**src/rtl/psmf_pkg.sv**
```systemverilog
// shared types, register indexes and a sample helper for the pcm saturate, mute and fade block
`default_nettype none
package psmf_pkg;

  // configuration register indexes
  localparam logic [2:0] REG_FRAC_SHIFT  = 3'd0;
  localparam logic [2:0] REG_STEREO      = 3'd1;
  localparam logic [2:0] REG_FADE_FRAMES = 3'd2;
  localparam logic [2:0] REG_GAIN_INC    = 3'd3;
  localparam logic [2:0] REG_MUTE_FRAMES = 3'd4;

  // register reset values
  localparam logic [4:0]  FRAC_SHIFT_RST  = 5'd0;
  localparam logic        STEREO_RST      = 1'b1;
  localparam logic [16:0] FADE_FRAMES_RST = 17'd28800;
  localparam logic [14:0] GAIN_INC_RST    = 15'd1;
  localparam logic [16:0] MUTE_FRAMES_RST = 17'd9600;

  // q15 gain ceiling and 16-bit saturation limits
  localparam logic [14:0]        GAIN_MAX = 15'h7FFF;
  localparam logic signed [31:0] SAT_MAX  = 32'sd32767;
  localparam logic signed [31:0] SAT_MIN  = -32'sd32768;

  typedef struct packed {
    logic [4:0]  frac_shift;
    logic        stereo;
    logic [16:0] fade_frames;
    logic [14:0] gain_inc;
    logic [16:0] mute_frames;
  } cfg_t;

  // per-frame control decided at input transfer
  typedef struct packed {
    logic        last;
    logic        muted;
    logic        fading;
    logic [14:0] gain;
  } frame_ctl_t;

  // pipeline stage enables
  typedef struct packed {
    logic en1;
    logic en2;
  } pipe_en_t;

  // arithmetic right shift then saturate to 16 bits
  function automatic logic signed [15:0] shift_sat(input logic signed [31:0] x,
                                                   input logic [4:0] sh);
    logic signed [31:0] v;
    logic signed [15:0] r;
    v = x >>> sh;
    if (v > SAT_MAX) begin
      r = 16'sh7FFF;
    end else if (v < SAT_MIN) begin
      r = -16'sh8000;
    end else begin
      r = v[15:0];
    end
    return r;
  endfunction

endpackage
`default_nettype wire

```
**src/rtl/psmf_ctrl.sv**
```systemverilog
// configuration registers and mute / fade sequencing for each frame
`default_nettype none
module psmf_ctrl import psmf_pkg::*; (
  input  wire logic        clk,
  input  wire logic        rst,
  input  wire logic        cfg_valid,
  input  wire logic [2:0]  cfg_index,
  input  wire logic [31:0] cfg_data,
  input  wire logic        s_tvalid,
  input  wire logic [1:0]  s_tuser,
  input  wire logic        s_tlast,
  input  wire pipe_en_t    en,
  output cfg_t             cfg,
  output frame_ctl_t       ctl_q,
  output logic             v1
);

  logic [16:0] mute_left;
  logic        fade_active;
  logic [16:0] fade_count;
  logic [14:0] fade_gain;

  logic [16:0] mute_left_next;
  logic        fade_active_next;
  logic [16:0] fade_count_next;
  logic [14:0] fade_gain_next;
  frame_ctl_t  ctl_next;

  logic [16:0] ml;
  logic        fa;
  logic [16:0] fc;
  logic [14:0] fg;
  logic [15:0] gain_sum;
  logic [16:0] cnt_inc;

  // apply arm requests, then pick mute, fade or pass-through
  always_comb begin
    ml = s_tuser[1] ? cfg.mute_frames : mute_left;
    fa = s_tuser[0] ? 1'b1 : fade_active;
    fc = s_tuser[0] ? '0 : fade_count;
    fg = s_tuser[0] ? '0 : fade_gain;
    gain_sum = {1'b0, fg} + {1'b0, cfg.gain_inc};
    cnt_inc  = fc + 17'd1;

    mute_left_next   = ml;
    fade_active_next = fa;
    fade_count_next  = fc;
    fade_gain_next   = fg;
    ctl_next.last    = s_tlast;
    ctl_next.muted   = 1'b0;
    ctl_next.fading  = 1'b0;
    ctl_next.gain    = fg;

    if (ml != '0) begin
      ctl_next.muted = 1'b1;
      mute_left_next = ml - 17'd1;
    end else if (fa) begin
      ctl_next.fading  = 1'b1;
      fade_gain_next   = gain_sum[15] ? GAIN_MAX : gain_sum[14:0];
      fade_count_next  = cnt_inc;
      fade_active_next = !(cnt_inc >= cfg.fade_frames);
    end
  end

  always_ff @(posedge clk) begin
    if (rst) begin
      cfg.frac_shift  <= FRAC_SHIFT_RST;
      cfg.stereo      <= STEREO_RST;
      cfg.fade_frames <= FADE_FRAMES_RST;
      cfg.gain_inc    <= GAIN_INC_RST;
      cfg.mute_frames <= MUTE_FRAMES_RST;
      mute_left       <= '0;
      fade_active     <= 1'b0;
      fade_count      <= '0;
      fade_gain       <= '0;
      v1              <= 1'b0;
    end else begin
      // register write transfer
      if (cfg_valid) begin
        unique case (cfg_index)
          REG_FRAC_SHIFT:  cfg.frac_shift  <= cfg_data[4:0];
          REG_STEREO:      cfg.stereo      <= cfg_data[0];
          REG_FADE_FRAMES: cfg.fade_frames <= cfg_data[16:0];
          REG_GAIN_INC:    cfg.gain_inc    <= cfg_data[14:0];
          REG_MUTE_FRAMES: cfg.mute_frames <= cfg_data[16:0];
          default: ;
        endcase
      end
      // state advances on each input transfer
      if (en.en1) begin
        v1 <= s_tvalid;
        if (s_tvalid) begin
          mute_left   <= mute_left_next;
          fade_active <= fade_active_next;
          fade_count  <= fade_count_next;
          fade_gain   <= fade_gain_next;
        end
      end
    end
  end

  // stage 1 control payload
  always_ff @(posedge clk) begin
    if (en.en1) begin
      ctl_q <= ctl_next;
    end
  end

endmodule
`default_nettype wire

```
**src/rtl/psmf_lane.sv**
```systemverilog
// one channel lane: shift and saturate, then mute or q15 gain scaling
`default_nettype none
module psmf_lane import psmf_pkg::*; (
  input  wire logic               clk,
  input  wire pipe_en_t           en,
  input  wire logic               lane_on,
  input  wire logic [4:0]         frac_shift,
  input  wire logic signed [31:0] sample_in,
  input  wire frame_ctl_t         ctl_q,
  output logic signed [15:0]      result
);

  logic signed [15:0] sample_q;
  logic signed [31:0] prod;

  // stage 1: saturated sample, zero when the lane is off
  always_ff @(posedge clk) begin
    if (en.en1) begin
      sample_q <= lane_on ? shift_sat(sample_in, frac_shift) : '0;
    end
  end

  assign prod = 32'(sample_q) * 32'($signed({1'b0, ctl_q.gain}));

  // stage 2: silence, scaled or pass-through
  always_ff @(posedge clk) begin
    if (en.en2) begin
      if (ctl_q.muted) begin
        result <= '0;
      end else if (ctl_q.fading) begin
        result <= prod[30:15];
      end else begin
        result <= sample_q;
      end
    end
  end

endmodule
`default_nettype wire

```
**src/rtl/psmf_merge.sv**
```systemverilog
// output stage: joins lane results with the frame flags into one transfer
`default_nettype none
module psmf_merge import psmf_pkg::*; (
  input  wire logic        clk,
  input  wire logic        rst,
  input  wire pipe_en_t    en,
  input  wire logic        v1,
  input  wire frame_ctl_t  ctl_q,
  input  wire logic [15:0] left_res,
  input  wire logic [15:0] right_res,
  output logic             m_tvalid,
  output logic [31:0]      m_tdata,
  output logic [1:0]       m_tuser,
  output logic             m_tlast
);

  logic muted_q;
  logic fading_q;

  // output valid
  always_ff @(posedge clk) begin
    if (rst) begin
      m_tvalid <= 1'b0;
    end else if (en.en2) begin
      m_tvalid <= v1;
    end
  end

  // frame flags follow the lane results
  always_ff @(posedge clk) begin
    if (en.en2) begin
      muted_q  <= ctl_q.muted;
      fading_q <= ctl_q.fading;
      m_tlast  <= ctl_q.last;
    end
  end

  assign m_tdata = {right_res, left_res};
  assign m_tuser = {fading_q, muted_q};

endmodule
`default_nettype wire

```
**src/rtl/pcm_saturate_mute_fade_in.sv**
```systemverilog
// top level: pcm saturation with mute and linear fade-in, two parallel lanes
// stage 1 registers the input transfer; stage 2, the output register, sets
//   output valid from stage 1
// throughput: one frame per cycle when not stalled; both pipeline stages take
//   a new frame whenever the stage ahead is free or moving
// reset: clears pipeline valids and mute/fade state, loads register defaults
`default_nettype none
module pcm_saturate_mute_fade_in import psmf_pkg::*; (
  input  wire logic        clk,
  input  wire logic        rst,
  // configuration write channel
  input  wire logic        cfg_valid,
  output logic             cfg_ready,
  input  wire logic [2:0]  cfg_index,
  input  wire logic [31:0] cfg_data,
  // input stream
  input  wire logic        s_tvalid,
  output logic             s_tready,
  input  wire logic [63:0] s_tdata,  // left_in [31:0], right_in [63:32]
  input  wire logic [1:0]  s_tuser,  // arm_fade [0], arm_mute [1]
  input  wire logic        s_tlast,  // end_of_block
  // output stream
  output logic             m_tvalid,
  input  wire logic        m_tready,
  output logic [31:0]      m_tdata,  // left_out [15:0], right_out [31:16]
  output logic [1:0]       m_tuser,  // muted [0], fading [1]
  output logic             m_tlast   // last_out
);

  cfg_t               cfg;
  frame_ctl_t         ctl_q;
  pipe_en_t           en;
  logic               v1;
  logic signed [15:0] left_res;
  logic signed [15:0] right_res;

  // stage enables: each stage moves when the one ahead is empty or moving
  assign en.en2    = !m_tvalid || m_tready;
  assign en.en1    = !v1 || en.en2;
  assign s_tready  = en.en1;
  assign cfg_ready = 1'b1;

  psmf_ctrl u_ctrl (
    .clk       (clk),
    .rst       (rst),
    .cfg_valid (cfg_valid),
    .cfg_index (cfg_index),
    .cfg_data  (cfg_data),
    .s_tvalid  (s_tvalid),
    .s_tuser   (s_tuser),
    .s_tlast   (s_tlast),
    .en        (en),
    .cfg       (cfg),
    .ctl_q     (ctl_q),
    .v1        (v1)
  );

  psmf_lane u_lane_left (
    .clk        (clk),
    .en         (en),
    .lane_on    (1'b1),
    .frac_shift (cfg.frac_shift),
    .sample_in  ($signed(s_tdata[31:0])),
    .ctl_q      (ctl_q),
    .result     (left_res)
  );

  psmf_lane u_lane_right (
    .clk        (clk),
    .en         (en),
    .lane_on    (cfg.stereo),
    .frac_shift (cfg.frac_shift),
    .sample_in  ($signed(s_tdata[63:32])),
    .ctl_q      (ctl_q),
    .result     (right_res)
  );

  psmf_merge u_merge (
    .clk       (clk),
    .rst       (rst),
    .en        (en),
    .v1        (v1),
    .ctl_q     (ctl_q),
    .left_res  (left_res),
    .right_res (right_res),
    .m_tvalid  (m_tvalid),
    .m_tdata   (m_tdata),
    .m_tuser   (m_tuser),
    .m_tlast   (m_tlast)
  );

endmodule
`default_nettype wire

```
**config.mk**
```make
export PLATFORM = sky130hd
export DESIGN_NAME = pcm_saturate_mute_fade_in
export DESIGN_NICKNAME = d
export VERILOG_FILES = /design/src/rtl/psmf_pkg.sv /design/src/rtl/psmf_ctrl.sv /design/src/rtl/psmf_lane.sv /design/src/rtl/psmf_merge.sv /design/src/rtl/pcm_saturate_mute_fade_in.sv
export SDC_FILE = /design/constraint.sdc
export NUM_CORES = 2
export LEC_CHECK = 0
export ABC_AREA = 1
export CAP_MARGIN = 0
export CELL_PAD_IN_SITES_DETAIL_PLACEMENT = 1
export CELL_PAD_IN_SITES_GLOBAL_PLACEMENT = 2
export CORE_MARGIN = 4
export CORE_UTILIZATION = 39
export CTS_CLUSTER_DIAMETER = 30
export DETAILED_ROUTE_END_ITERATION = 10
export DONT_BUFFER_PORTS = 1
export GPL_TIMING_DRIVEN = 0
export PLACE_DENSITY = 0.9
export SYNTH_ARGS = -nofsm -noshare
export SYNTH_HDL_FRONTEND = slang
export SYNTH_SLANG_ARGS = --single-unit
export TNS_END_PERCENT = 100
```
**constraint.sdc**
```tcl
create_clock -name clk -period 6.5 [get_ports clk]
set_clock_uncertainty 0.2 [all_clocks]
set_input_delay 1.3 -clock clk [delete_from_list [all_inputs] [get_ports clk]]
set_output_delay 1.3 -clock clk [all_outputs]
set_load 0.05 [all_outputs]
```
==> results by group <==
Clock tree
  • Worst-path clk slew: about 0.1 ns
  • Max Buffers Root-to-Sink: 2
  • CTS tree: built
  • H-tree depth: 4
  • Cts bufs inserted: 17
  • CTS Hold Bufs: 0
  • CTS Sinks: approximately 190
  • Clk Tree Root Cell: clkbuf_16
  • Skew-Pair Late Insertion Delay: about 0.50 ns

Placed design
  • Pre-CTS setup slack: -1.49 ns
  • Port Buf Inserts: 0
  • Area after DPL: between 30000 and 40000 µm²
  • Post-DP HPWL: 96000 µm
  • RD Place Congestion: ~0.91

Yosys
  • Post-synthesis xor/xnor area fraction: approximately 1.6%
  • Main combinational cell family by area after synthesis: adder cells
  • Seq cells post-synth: roughly 190
  • Yosys warns: 0
  • Area share of fa/ha/maj cells after synthesis: between 30% and 40%
  • Syn Area/Cell: slightly above 7 µm²
  • Async SR Flop Fraction: 0%
  • Area of the mapped netlist: about 33000 µm²
  • Multiplexer area fraction after synthesis: 0.246%
  • Part of the Yosys area used for sequential elements: 14.4%
  • Number of enable flip-flop cells after synthesis: 85
  • Syn nets: 5300
  • Post-Syn Instances: approximately 4500
  • Dominant cells by area after synthesis: fa_1 (30%), nand2_1 (13%), inv_1 (13%)
  • Biggest area consumer among synthesized cells: fa_1
  • Synth Area in Simple Gates: 20.6%
  • Compound-Gate Fraction of Synth Area: 10.5%
  • Cell variety after synth: 57
  • Ys flop type: dfxtp_1
  • Synth top area share: between 20% and 30%

Floorplanning
  • Die area: roughly 88000 µm²
  • DIE WIDTH: 297 µm
  • Io pins: 145
  • Die height: slightly below 300 µm
  • Core footprint: slightly above 80000 µm²
  • Starting Density: 39.5%
  • Rows: about 110

Critical path
  • Worst Path Buf+Inv: 7
  • Crit-path max cell delay: around 0.65 ns
  • Critical Path RT: roughly 6.5 ns
  • WP data arrival: 6.40 ns
  • Slowest CP cell: fa_2
  • Critical Path Fanout Max: 6
  • Crit path cell chain: buf_4, clkbuf_16, nand2_2, fa_2, fa_2, inv_2, fa_1, fa_1, fa_1, inv_1, fa_1, inv_1, ha_1, nand2_1, inv_1, nand2_1, nor4_2, o21ai_1, nand2_1, nor2_1, o21ai_0, inv_1
  • Family with the most delay on the worst path: adder cells
  • Critical path class: reg -> reg
  • Startpoint types: flip-flop
  • Crit. End Element: flip-flop

Drt
  • Max layer used: met4
  • Routed WL: about 120000 µm
  • Via Count: 29500
  • Remaining DRCs: 0
  • Vias per std cell: around 5.2
  • Routed length on met3: approximately 6400 µm
  • DRT antenna net count: 0
  • 1st-pass router iterations: 5
  • M1 WL: 47700 µm
  • DRT iter0 DRCs: 1748
  • Met2 Wirelength: ~59000 µm
  • WL/cell: ~21 µm

Outcome
  • Status: finished, final reports clean

Power and ir drop
  • Power share of the clock group: about 29%
  • Internal power: between 2000 and 2500 µW
  • Sw Share: 41.5%
  • Logic pwr share: 35.2%
  • Overall power: 3890 µW
  • Sequential share of power: 36.2%
  • Sw power: 1610 µW
  • Lkg Pwr: about 0.019 µW
  • Peak VDD IR: roughly 290 µV
  • Pwr Density: roughly 110 nW/µm²

Layout
  • Fin area: approximately 35000 µm²
  • Fill cells: 10400
  • Commonest non-fill, non-tap cells in the layout: nand2_1 (1128), inv_1 (1091), fa_1 (471)
  • Nets@finish: 5351
  • Commonest non-fill, non-tap cell in the layout: nand2_1
  • Fraction of layout cells with a size suffix above 1: 6.95%
  • Area delta synth->final: 8.90%
  • # diodes: 0

Global route
  • Initial antenna violation count: 0
  • Number of global-route vias before repair: between 30000 and 40000
  • Grt ovf: 0
  • Total Routing Usage GR: between 20% and 30%
  • Global-route wire length before repair: 183000 µm
  • Largest net degree at the start of global routing: 49

Timing
  • Final hold vios: 0
  • Crit path time final: 6.36 ns
  • Slew margin rel.: a little under a third
  • Final count of negative-setup-slack endpoints: 0
  • Worst-margin pin slew: a little over 1 ns
  • Fin worst setup slack: 0.144 ns
  • Pins Over Slew Limit: 0
  • Final Cycle Share: roughly 98%
  • Fmax: 157 MHz
  • Setup TNS: 0 ns
  • Unrepaired setup endpoints after global routing: yes

Min path
  • HP Class: reg -> reg

Flow run
  • Number of max-cap violations: 0
Yosys cell counts, types with 10 or more instances:
| cell | instances |
|---|---|
| nand2_1 | 1135 |
| inv_1 | 1096 |
| fa_1 | 481 |
| nor2_1 | 239 |
| o21ai_0 | 231 |
| a21oi_1 | 222 |
| nand3_1 | 195 |
| ha_1 | 186 |
| clkbuf_1 | 161 |
| dfxtp_1 | 107 |
| edfxtp_1 | 85 |
| o21ai_1 | 41 |
| xor2_1 | 38 |
| nor3_1 | 31 |
| nand4_1 | 29 |
| o211ai_1 | 29 |
| xnor2_1 | 23 |
| buf_2 | 19 |
| buf_1 | 17 |
| buf_6 | 14 |
| a21o_1 | 13 |
| a31oi_1 | 12 |
| a21oi_2 | 10 |
what timing repair did:
item,4_1_cts,5_1_grt
pin swaps,1,15
hold endpoints to repair,0,0
buffers inserted,32,28
setup endpoints to repair,32,29
gates resized for setup,94,149
cells by family after synthesis:
kind of cell	count (synthesis)
buffers and inverters	1320
DFF	192
xor gates and xnor gates	61
muxes	8
other	1
and+or+nand+nor	1658
adders and majority gates	667
AOI/OAI and AO/OA	619
metal layers:
| metal | track usage, % | vias to the layer above |
|---|---|---|
| li1 | - | 13700 |
| met1 | 33.5 | 14800 |
| met2 | 47.8 | 814 |
| met3 | 4.16 | 216 |
| met4 | 12.9 | 0 |
| met5 | 0 | - |
cell type report:
class                      count  area, µm²  area share, %
multi-input combinational   3014      23000           65.0
sequential                   192       4690           13.3
inverter                    1102       4140           11.7
tap                         1070       1340           3.78
buffer                       188       1070           3.03
timing repair buffer          62        514           1.45
clock buffer                  17        425           1.20
clock inverter                15        186          0.527
path summary, 6_finish.rpt:
kind                            slack (ns)                 endpoint        startpoint  depth (start not counted)
worst max register to register        0.14  u_lane_right.result[13]   u_ctrl.ctl_q[1]                         22
worst min-delay path                  0.24          u_merge.m_tlast  u_ctrl.ctl_q[17]                          0
worst min register to register        0.24          u_merge.m_tlast  u_ctrl.ctl_q[17]                          0
worst max-delay path                  0.14  u_lane_right.result[13]   u_ctrl.ctl_q[1]                         22
power groups by stage:
| stage | clock [µW] | combinational [µW] | sequential [µW] |
|---|---|---|---|
| detailed placement | 0 | 1260 | 1420 |
| finish | 1110 | 1370 | 1410 |
| global route | 1200 | 1510 | 1410 |
| global placement | 0 | 1240 | 1420 |
| floorplan | 0 | 831 | 1390 |
| CTS | 1160 | 1280 | 1440 |
stage by stage:
stage / utilization (%) / hold slack, ns / cells
6_report: 43.0 / 0.236 / 5660
5_1_grt: 43.0 / 0.262 / 5660
4_1_cts: 42.3 / 0.242 / 5633
3_5_place_dp: 41.2 / 0.206 / 5598
3_3_place_gp: 41.1 / 0.218 / 5596
2_1_floorplan: - / 0.200 / 4526
flip-flops by register name (all words and copies together) (netlist names), 16 cells and up:
| name | flops |
|---|---|
| u_lane_left.result | 16 |
| u_ctrl.ctl_q | 18 |
| u_lane_right.result | 16 |
| u_ctrl.fade_count | 17 |
| u_lane_right.sample_q | 16 |
| u_ctrl.mute_left | 17 |
| u_ctrl.cfg | 55 |
| u_lane_left.sample_q | 16 |
No activity file was read; power rests on OpenSTA's default activity.
